--- src/rtl/core/kmp_pkg.sv ---
// ----------------------------------------------------------------------------
// kmp_pkg
// Shared widths, register indexes and controller/datapath interface types
// for the streamed pattern search block.
// ----------------------------------------------------------------------------
package kmp_pkg;

  localparam int PATTERN_MAX_DEF = 8;
  localparam int INDEX_BITS_DEF  = 16;

  localparam int BYTE_W     = 8;
  localparam int PAT_W      = 64;
  localparam int LEN_W      = 4;
  localparam int CNT_W      = 4;
  localparam int TBL_W      = 3;
  localparam int POS_W      = 16;
  localparam int CFG_IDX_W  = 2;
  localparam int CFG_DATA_W = 64;

  localparam logic [CFG_IDX_W-1:0] REG_PATTERN_BYTES  = 2'd0;
  localparam logic [CFG_IDX_W-1:0] REG_PATTERN_LENGTH = 2'd1;

  // commands from the controller to the datapath
  typedef struct packed {
    logic build;
    logic load;
    logic scan;
    logic commit;
  } kmp_cmd_t;

  // status from the datapath to the controller
  typedef struct packed {
    logic build_done;
    logic step_done;
    logic emit;
    logic out_free;
  } kmp_stat_t;

endpackage

--- src/rtl/core/kmp_if.sv ---
// ----------------------------------------------------------------------------
// kmp_if
// Valid/ready channels for text words in and search result words out.
// ----------------------------------------------------------------------------
interface kmp_text_if;
  import kmp_pkg::*;

  logic              valid;
  logic              ready;
  logic [BYTE_W-1:0] text_byte;
  logic              last_byte;

  modport source (output valid, output text_byte, output last_byte, input ready);
  modport sink   (input valid, input text_byte, input last_byte, output ready);
endinterface

interface kmp_result_if;
  import kmp_pkg::*;

  logic             valid;
  logic             ready;
  logic             found;
  logic [POS_W-1:0] position;

  modport source (output valid, output found, output position, input ready);
  modport sink   (input valid, input found, input position, output ready);
endinterface

--- src/rtl/core/kmp_datapath.sv ---
// ----------------------------------------------------------------------------
// kmp_datapath
// Pattern registers, partial-match table, match state, index counter and
// the result register. Table build and text fallback share one table read.
// ----------------------------------------------------------------------------
module kmp_datapath #(
  parameter int PATTERN_MAX = kmp_pkg::PATTERN_MAX_DEF,
  parameter int INDEX_BITS  = kmp_pkg::INDEX_BITS_DEF
) (
  input  logic                             clk,
  input  logic                             rst,
  input  logic                             wr_en,
  input  logic [kmp_pkg::CFG_IDX_W-1:0]    wr_index,
  input  logic [kmp_pkg::CFG_DATA_W-1:0]   wr_data,
  input  logic [kmp_pkg::BYTE_W-1:0]       text_byte,
  input  logic                             last_byte,
  input  kmp_pkg::kmp_cmd_t                cmd,
  output kmp_pkg::kmp_stat_t               stat,
  kmp_result_if.source                     result
);
  import kmp_pkg::*;

  localparam int TIDX_W = (PATTERN_MAX > 1) ? $clog2(PATTERN_MAX) : 1;
  localparam int EXT_W  = (INDEX_BITS > POS_W) ? INDEX_BITS : POS_W;
  localparam logic [INDEX_BITS-1:0] IDX_MAX = {INDEX_BITS{1'b1}};
  localparam logic [CNT_W-1:0]      LEN_MAX = CNT_W'(PATTERN_MAX);

  logic [PAT_W-1:0]      pattern;
  logic [LEN_W-1:0]      plen;
  logic [TBL_W-1:0]      tbl [PATTERN_MAX];
  logic [CNT_W-1:0]      bi;
  logic [CNT_W-1:0]      bk;
  logic [CNT_W-1:0]      k;
  logic [CNT_W-1:0]      matched;
  logic [INDEX_BITS-1:0] idx;
  logic                  match_seen;
  logic [BYTE_W-1:0]     cur_byte;
  logic                  cur_last;
  logic                  active;
  logic                  out_valid;
  logic                  found_q;
  logic [POS_W-1:0]      pos_q;

  logic [CNT_W-1:0]      n_eff;
  logic [CNT_W-1:0]      rd_k;
  logic [TIDX_W-1:0]     rd_idx;
  logic [TBL_W-1:0]      tbl_rd;
  logic                  b_eq;
  logic                  b_fall;
  logic [CNT_W-1:0]      b_nk;
  logic                  s_eq;
  logic                  s_fall;
  logic [CNT_W-1:0]      s_nk;
  logic                  hit;
  logic                  emit;
  logic [INDEX_BITS-1:0] start;
  logic [EXT_W-1:0]      start_ext;
  logic                  cfg_hit;

  function automatic logic [BYTE_W-1:0] pat_at(input logic [PAT_W-1:0] p,
                                               input logic [2:0] sel);
    return p[BYTE_W*sel +: BYTE_W];
  endfunction

  // length register clamped to 1..PATTERN_MAX
  always_comb begin
    if (plen == '0) begin
      n_eff = CNT_W'(1);
    end else if (CNT_W'(plen) > LEN_MAX) begin
      n_eff = LEN_MAX;
    end else begin
      n_eff = CNT_W'(plen);
    end
  end

  // single table read port, entry 0 is always zero
  assign rd_k   = cmd.build ? bk : k;
  assign rd_idx = TIDX_W'(rd_k - CNT_W'(1));
  assign tbl_rd = (rd_k <= CNT_W'(1)) ? '0 : tbl[rd_idx];

  // table build step
  assign b_eq   = pat_at(pattern, bi[2:0]) == pat_at(pattern, bk[2:0]);
  assign b_fall = (bk != '0) && !b_eq;
  assign b_nk   = bk + CNT_W'(b_eq);

  // text step
  assign s_eq   = pat_at(pattern, k[2:0]) == cur_byte;
  assign s_fall = active && (k != '0) && !s_eq;
  assign s_nk   = k + CNT_W'(s_eq);
  assign hit    = active && !s_fall && (s_nk >= n_eff);
  assign emit   = hit || (cur_last && !match_seen);

  assign start     = idx + INDEX_BITS'(1) - INDEX_BITS'(n_eff);
  assign start_ext = EXT_W'(start);

  assign cfg_hit = wr_en && ((wr_index == REG_PATTERN_BYTES) ||
                             (wr_index == REG_PATTERN_LENGTH));

  assign stat.build_done = bi >= n_eff;
  assign stat.step_done  = !s_fall;
  assign stat.emit       = emit;
  assign stat.out_free   = !out_valid || result.ready;

  always_ff @(posedge clk) begin
    if (rst) begin
      pattern    <= '0;
      plen       <= LEN_W'(1);
      bi         <= CNT_W'(1);
      bk         <= '0;
      matched    <= '0;
      idx        <= '0;
      match_seen <= 1'b0;
      out_valid  <= 1'b0;
    end else begin
      if (wr_en) begin
        case (wr_index)
          REG_PATTERN_BYTES:  pattern <= wr_data[PAT_W-1:0];
          REG_PATTERN_LENGTH: plen    <= wr_data[LEN_W-1:0];
          default: ;
        endcase
      end
      if (cfg_hit) begin
        bi      <= CNT_W'(1);
        bk      <= '0;
        matched <= '0;
      end else if (cmd.build && !stat.build_done) begin
        if (b_fall) begin
          bk <= CNT_W'(tbl_rd);
        end else begin
          bk <= b_nk;
          bi <= bi + CNT_W'(1);
        end
      end else if (cmd.commit) begin
        if (hit) begin
          match_seen <= 1'b1;
          matched    <= '0;
        end else if (active) begin
          matched <= s_nk;
        end
        if (idx != IDX_MAX) begin
          idx <= idx + INDEX_BITS'(1);
        end
        if (cur_last) begin
          matched    <= '0;
          idx        <= '0;
          match_seen <= 1'b0;
        end
      end
      if (cmd.commit && emit) begin
        out_valid <= 1'b1;
      end else if (result.ready) begin
        out_valid <= 1'b0;
      end
    end
  end

  always_ff @(posedge clk) begin
    if (!cfg_hit && cmd.build && !stat.build_done && !b_fall) begin
      tbl[bi[TIDX_W-1:0]] <= b_nk[TBL_W-1:0];
    end
  end

  always_ff @(posedge clk) begin
    if (cmd.load) begin
      cur_byte <= text_byte;
      cur_last <= last_byte;
      k        <= (matched >= n_eff) ? '0 : matched;
      active   <= !match_seen && (idx != IDX_MAX);
    end else if (cmd.scan && s_fall) begin
      k <= CNT_W'(tbl_rd);
    end
    if (cmd.commit && emit) begin
      found_q <= hit;
      pos_q   <= hit ? start_ext[POS_W-1:0] : '0;
    end
  end

  assign result.valid    = out_valid;
  assign result.found    = found_q;
  assign result.position = pos_q;

  a_matched_below_len: assert property (@(posedge clk) disable iff (rst)
    matched < n_eff)
    else $error("matched count reached pattern length");

  a_build_proper_prefix: assert property (@(posedge clk) disable iff (rst)
    bk < bi)
    else $error("table build prefix not proper");

  a_hit_sets_seen: assert property (@(posedge clk) disable iff (rst)
    (cmd.commit && hit && !cur_last && !cfg_hit) |=> match_seen)
    else $error("match not recorded");

endmodule

--- src/rtl/core/kmp_ctrl.sv ---
// ----------------------------------------------------------------------------
// kmp_ctrl
// Sequencer: table build after reset or a register write, then one text
// word at a time through its fallback steps and commit.
// ----------------------------------------------------------------------------
module kmp_ctrl (
  input  logic               clk,
  input  logic               rst,
  input  logic               wr_en,
  input  logic               text_valid,
  output logic               text_ready,
  input  kmp_pkg::kmp_stat_t stat,
  output kmp_pkg::kmp_cmd_t  cmd
);
  import kmp_pkg::*;

  typedef enum logic [2:0] {
    S_BUILD = 3'b001,
    S_IDLE  = 3'b010,
    S_SCAN  = 3'b100
  } kmp_state_t;

  kmp_state_t state;
  kmp_state_t state_next;

  assign text_ready = (state == S_IDLE) && !wr_en;

  assign cmd.build  = state == S_BUILD;
  assign cmd.load   = text_ready && text_valid;
  assign cmd.scan   = state == S_SCAN;
  assign cmd.commit = (state == S_SCAN) && stat.step_done &&
                      (!stat.emit || stat.out_free);

  always_comb begin
    state_next = state;
    case (state)
      S_BUILD: begin
        if (stat.build_done) state_next = S_IDLE;
      end
      S_IDLE: begin
        if (cmd.load) state_next = S_SCAN;
      end
      S_SCAN: begin
        if (cmd.commit) state_next = S_IDLE;
      end
      default: state_next = S_BUILD;
    endcase
    // any register write returns the controller to table build
    if (wr_en) state_next = S_BUILD;
  end

  always_ff @(posedge clk) begin
    if (rst) begin
      state <= S_BUILD;
    end else begin
      state <= state_next;
    end
  end

  a_write_rebuilds: assert property (@(posedge clk) disable iff (rst)
    wr_en |=> (state == S_BUILD))
    else $error("register write did not start table build");

  a_fallback_holds: assert property (@(posedge clk) disable iff (rst)
    ((state == S_SCAN) && !stat.step_done && !wr_en) |=> (state == S_SCAN))
    else $error("left scan before fallback finished");

  a_state_onehot: assert property (@(posedge clk) disable iff (rst)
    $onehot(state))
    else $error("controller state not one-hot");

endmodule

--- src/rtl/core/kmp_first_match_finder.sv ---
// ----------------------------------------------------------------------------
// kmp_first_match_finder
// Streamed first-match search of a pattern of up to eight bytes.
// ----------------------------------------------------------------------------
// After reset and after a write to the pattern bytes or length register the
// block derives its partial-match table, during which text is not accepted.
// Each text word is then accepted in the idle state and stepped and committed
// in the scan state, which repeats one table fallback per step on a mismatch;
// the fallback chain runs through the single table read port. A result waits
// in an output register; a word that needs to emit while that register is
// still full waits in the step stage. One result per text: found with the
// start position at the first match, or not-found at the last word.
module kmp_first_match_finder #(
  parameter int PATTERN_MAX = kmp_pkg::PATTERN_MAX_DEF,
  parameter int INDEX_BITS  = kmp_pkg::INDEX_BITS_DEF
) (
  input  logic                           clk,
  input  logic                           rst,
  input  logic                           wr_en,
  input  logic [kmp_pkg::CFG_IDX_W-1:0]  wr_index,
  input  logic [kmp_pkg::CFG_DATA_W-1:0] wr_data,
  kmp_text_if.sink                       text,
  kmp_result_if.source                   result
);
  import kmp_pkg::*;

  kmp_cmd_t  cmd;
  kmp_stat_t stat;
  logic      text_ready;

  assign text.ready = text_ready;

  kmp_ctrl u_ctrl (
    .clk        (clk),
    .rst        (rst),
    .wr_en      (wr_en),
    .text_valid (text.valid),
    .text_ready (text_ready),
    .stat       (stat),
    .cmd        (cmd)
  );

  kmp_datapath #(
    .PATTERN_MAX (PATTERN_MAX),
    .INDEX_BITS  (INDEX_BITS)
  ) u_datapath (
    .clk       (clk),
    .rst       (rst),
    .wr_en     (wr_en),
    .wr_index  (wr_index),
    .wr_data   (wr_data),
    .text_byte (text.text_byte),
    .last_byte (text.last_byte),
    .cmd       (cmd),
    .stat      (stat),
    .result    (result)
  );

endmodule

--- src/flat_wrapper.sv ---
// flat-port wrapper written by rule: the top's interface ports become plain ports
module kmp_first_match_finder_flat import kmp_pkg::*;
#(
  parameter int PATTERN_MAX = kmp_pkg::PATTERN_MAX_DEF,
  parameter int INDEX_BITS  = kmp_pkg::INDEX_BITS_DEF
)
  (clk, rst, wr_en, wr_index, wr_data, text_valid, text_text_byte, text_last_byte, text_ready, result_valid, result_found, result_position, result_ready);
  kmp_text_if text_i ();
  kmp_result_if result_i ();
  input  logic clk;
  input  logic rst;
  input  logic wr_en;
  input  logic [kmp_pkg::CFG_IDX_W-1:0] wr_index;
  input  logic [kmp_pkg::CFG_DATA_W-1:0] wr_data;
  input wire logic [$bits(text_i.valid)-1:0] text_valid;
  input wire logic [$bits(text_i.text_byte)-1:0] text_text_byte;
  input wire logic [$bits(text_i.last_byte)-1:0] text_last_byte;
  output wire logic [$bits(text_i.ready)-1:0] text_ready;
  output wire logic [$bits(result_i.valid)-1:0] result_valid;
  output wire logic [$bits(result_i.found)-1:0] result_found;
  output wire logic [$bits(result_i.position)-1:0] result_position;
  input wire logic [$bits(result_i.ready)-1:0] result_ready;
  assign text_i.valid = text_valid;
  assign text_i.text_byte = text_text_byte;
  assign text_i.last_byte = text_last_byte;
  assign text_ready = text_i.ready;
  assign result_valid = result_i.valid;
  assign result_found = result_i.found;
  assign result_position = result_i.position;
  assign result_i.ready = result_ready;
  kmp_first_match_finder #(.PATTERN_MAX(PATTERN_MAX), .INDEX_BITS(INDEX_BITS)) u_core (.clk(clk), .rst(rst), .wr_en(wr_en), .wr_index(wr_index), .wr_data(wr_data), .text(text_i), .result(result_i));
endmodule
--- config.mk ---
export PLATFORM = sky130hd
export DESIGN_NAME = kmp_first_match_finder_flat
export DESIGN_NICKNAME = d
export VERILOG_FILES = /design/src/rtl/core/kmp_pkg.sv /design/src/rtl/core/kmp_if.sv /design/src/rtl/core/kmp_datapath.sv /design/src/rtl/core/kmp_ctrl.sv /design/src/rtl/core/kmp_first_match_finder.sv /design/src/flat_wrapper.sv
export SDC_FILE = /design/constraint.sdc
export NUM_CORES = 1
export LEC_CHECK = 0
export ABC_AREA = 1
export BUFFER_PORTS_ARGS = -buffer_cell sky130_fd_sc_hd__buf_2
export CAP_MARGIN = 20
export CORE_MARGIN = 2
export CORE_UTILIZATION = 60
export CTS_CLUSTER_DIAMETER = 200
export DETAILED_ROUTE_END_ITERATION = 12
export PLACE_DENSITY = 0.81
export SYNTH_ARGS = -nofsm -noshare
export SYNTH_HDL_FRONTEND = slang
export SYNTH_HIERARCHICAL = 1
export SYNTH_SLANG_ARGS = --single-unit
--- constraint.sdc ---
create_clock -name clk -period 6 [get_ports clk]
set_input_delay 1.2 -clock clk [delete_from_list [all_inputs] [get_ports clk]]
set_output_delay 1.2 -clock clk [all_outputs]
set_load 0.02 [all_outputs]
==> flow_metrics.py <==
metrics = {
    "outcome": {
        "outcome": "complete, no violations",
    },
    "setup_path": {
        "start_kind": "flip-flop",
        "cp.arrival_ns": 5.73,
        "cp_max_fo": 29,
        "worstPathRequired_ns": 6.36,
        "path_common_cell": "nand2_1",
        "reg2reg_slack_ns": 0.63,
        "end_kind": "flip-flop",
        "crit_slowest_cell": "edfxtp_1",
        "path_class": "reg2reg",
        "timing.critical_path.from": "u_core/u_datapath/k[2]",
        "r2r_start": "u_core/u_datapath/k[2]",
        "worst_r2r_path_depth": 27,
        "r2r-end": "u_core/u_datapath/idx[0]",
        "cpPeakStageDelay_ns": 0.71,
    },
    "sta": {
        "fmax_mhz": 186.2,
        "grt_setup_unrepaired": "no",
        "clock_skew_ns": 0.008249,
        "setup_ws_ns": 0.6302,
        "holdWs_ns": 0.4728,
        "setup_tns_ns": 0,
        "final-hold-violation-count": 0,
        "relSlewSlack_pct": 30.83,
        "fin_crit_ns": 5.370,
        "setup_violations": 0,
        "period_share_pct": 89.50,
        "worst_pin_slew_ns": 1.036,
        "slew_viol_final": 0,
    },
    "synth": {
        "yosysSeqAreaShare_pct": 39.26,
        "syn_area_per_cell_um2": 6.973,
        "ys_warn_count": 6,
        "synth_area_leader_cell": "dfxtp_1",
        "synth_area_leaders": "dfxtp_1 22%, edfxtp_1 18%, nand2_1 14%",
        "synth_common_cells": "356 x nand2_1, 157 x nor2_1, 124 x nand3_1, 115 x inv_1, 114 x o21ai_0",
        "syn_nets": 1447,
        "async_flop_share_pct": 0,
        "synth.most_common_cell": "nand2_1",
        "syn_inst": 1342,
        "synth_edf_count": 55,
        "syn-cell-area_mm2": 0.009358,
        "synth_cell_types": 49,
        "ys_seq_elements": 156,
        "synth_top_area_share_pct": 21.61,
        "synth_top_flop_cell": "dfxtp_1",
    },
    "cts": {
        "hold_buffers": 0,
        "clkSinkCount": 156,
        "cts_tree": "yes",
        "ctsRootBufferMaster": "clkbuf_16",
        "cts_max_level": 4,
        "cts-buffers-inserted": 17,
        "clock_latency_ns": 0.43,
        "cts_resized": 0,
        "clkSlewWorstSetupHoldPaths_ns": 0.06,
        "cts_buffer_depth": 2,
        "post_cts_buffers": 0,
    },
    "grt": {
        "grt_first_pass_wirelength_um": 41500,
        "antenna_found_initial": 0,
        "grt_pass1_vias": 8409,
        "grt_max_degree": 76,
        "grtUsageTotal_pct": 31.60,
        "grt.overflow.total": 0,
    },
    "floorplanning": {
        "io_pins": 99,
        "dieArea_mm2": 0.01661,
        "die_w_um": 128.9,
        "start_util_pct": 61.56,
        "coreArea_mm2": 0.01520,
        "die_y_um": 128.9,
        "row_count": 45,
    },
    "pwr": {
        "p_sw_share_pct": 27.46,
        "clockPowerShare_pct": 41.4,
        "p_leak_nw": 4.667,
        "p_sw_uw": 714.6,
        "comb_power_share_pct": 14.3,
        "p_int_mw": 1.888,
        "seqPwrFrac_pct": 44.3,
        "ir_drop_v": 0.0002184,
        "cellPowerDensity_mw_per_mm2": 250.8,
    },
    "worst_hold_path": {
        "hold_start": "u_core/u_datapath/plen[2]",
        "holdPathStages": 2,
        "whs_endpoint": "u_core/u_datapath/plen[2]",
        "hold_path_class": "reg2reg",
    },
    "drt": {
        "first_iter_violations": 1089,
        "ant_nets": 0,
        "wl_per_cell_um": 15.84,
        "drt_first_pass_iters": 9,
        "num_vias": 9225,
        "drt-vias-per-instance": 5.755,
        "drc": 0,
        "wl_um": 25390,
    },
    "final_layout": {
        "fillers": 1331,
        "fin_area_mm2": 0.01038,
        "utilization_pct": 68.26,
        "n_antenna_cell": 0,
        "area_growth_pct": 10.88,
        "drive_above_1_share_pct": 12.93,
        "nets": 1507,
    },
    "placed_design": {
        "gp_congestion": 0.9358,
        "port_buffers": 98,
        "place_ws_ns": 0.5986,
        "hpwl_um": 16740,
        "placed_area_mm2": 0.009778,
    },
    "run": {
        "max-cap-violations": 0,
    },
}
-- power by group through the flow --
stage | Sequential [mW] | Combinational, mW | Clock (mW)
floorplan | 1.17 | 0.262 | 0
global placement | 1.17 | 0.351 | 0
detailed placement | 1.17 | 0.360 | 0
CTS | 1.15 | 0.364 | 1.09
global route | 1.15 | 0.416 | 1.13
finish | 1.15 | 0.371 | 1.08
-- state kept, by name (all words and copies together), names as in the netlist, 3 cells and up --
signal / cells
u_core/u_datapath/pattern: 64
u_core/u_datapath/tbl: 24
u_core/u_datapath/idx: 16
u_core/u_datapath/result.position: 16
u_core/u_datapath/cur_byte: 8
u_core/u_datapath/bi: 4
u_core/u_datapath/bk: 4
u_core/u_datapath/k: 4
u_core/u_datapath/matched: 4
u_core/u_datapath/plen: 4
u_core/u_ctrl/state: 3
-- how the worst max path moves through the flow --
stage	endpoint	slack [ns]	cells past startpoint
2_1_floorplan	u_core/u_datapath/idx[12]	1.80	33
5_1_grt	u_core/u_datapath/idx[9]	0.25	28
3_5_place_dp	u_core/u_datapath/idx[0]	0.60	28
3_3_place_gp	u_core/u_datapath/idx[12]	0.78	27
6_report	u_core/u_datapath/idx[0]	0.63	27
4_1_cts	u_core/u_datapath/idx[0]	0.43	27
-- routing by layer --
layer	routed length (µm)	part of all wire (%)	GRT usage [%]
met1	10440	41	42.60
met2	11680	46	50.73
met3	2547	10	6.778
met4	723	2.8	10.74
met5	0	0	0
-- layout by cell type (no fill, tap or decap), types with 2 or more instances in the layout --
cell type | synthesis | final
inv_4 | 1 | 2
xnor2_1 | 2 | 2
nor2_1 | 157 | 157
inv_1 | 115 | 114
a211oi_1 | 2 | 2
nor2_2 | 6 | 6
o21a_1 | 7 | 7
edfxtp_1 | 55 | 55
or2_2 | 4 | 4
a32o_1 | 2 | 2
xor2_1 | 13 | 13
nor2_4 | 2 | 2
o21ai_0 | 114 | 114
dfxtp_1 | 101 | 101
inv_2 | 6 | 7
clkinvlp_4 | 0 | 2
nand2_2 | 9 | 10
nand3b_1 | 2 | 2
nor3_2 | 4 | 4
nor3_1 | 22 | 22
nand3_1 | 124 | 124
clkinv_1 | 3 | 3
clkbuf_8 | 0 | 2
nand2_4 | 2 | 2
buf_2 | 19 | 98
o211ai_1 | 8 | 8
clkinv_4 | 0 | 5
clkbuf_16 | 0 | 17
a21oi_1 | 84 | 84
buf_4 | 14 | 10
nand4_1 | 23 | 23
clkinv_2 | 1 | 2
bufinv_16 | 0 | 2
nand2_1 | 356 | 355
ha_1 | 24 | 24
o21ai_1 | 11 | 11
-- worst max-delay path, delay by kind of cell, from the launching register on --
family,cells,cell delay (ns)
fa+ha+maj,3,0.67
compound gates,5,0.69
flops,1,0.71
buf+inv,3,0.69
simple gates,16,2.56
-- layout make-up --
class | count | area (µm²) | share of cell area (%)
tap | 188 | 235.2 | 2.267
clock buffer | 20 | 456.7 | 4.401
sequential | 156 | 3674 | 35.40
clock inverter | 12 | 138.9 | 1.338
inverter | 126 | 476.7 | 4.594
timing repair buffer | 108 | 565.5 | 5.450
multi-input combinational | 993 | 4830 | 46.55
-- stage by stage --
stage	total power [mW]	std cells
2_1_floorplan	1.429	1342
3_3_place_gp	1.524	1571
3_5_place_dp	1.534	1571
4_1_cts	2.607	1603
5_1_grt	2.705	1603
6_report	2.603	1603
-- cell families (layout without fill, tap and decap cells) --
group	after synthesis	after routing	share of synthesized area, %
buffers and inverters	193	266	9.159
adders and majority gates	25	25	3.423
xor gates and xnor gates	16	16	1.698
and+or+nand+nor	717	717	33.12
DFF	156	156	39.26
AOI/OAI and AO/OA	235	235	13.34
(Power assumes the default switching activity.)
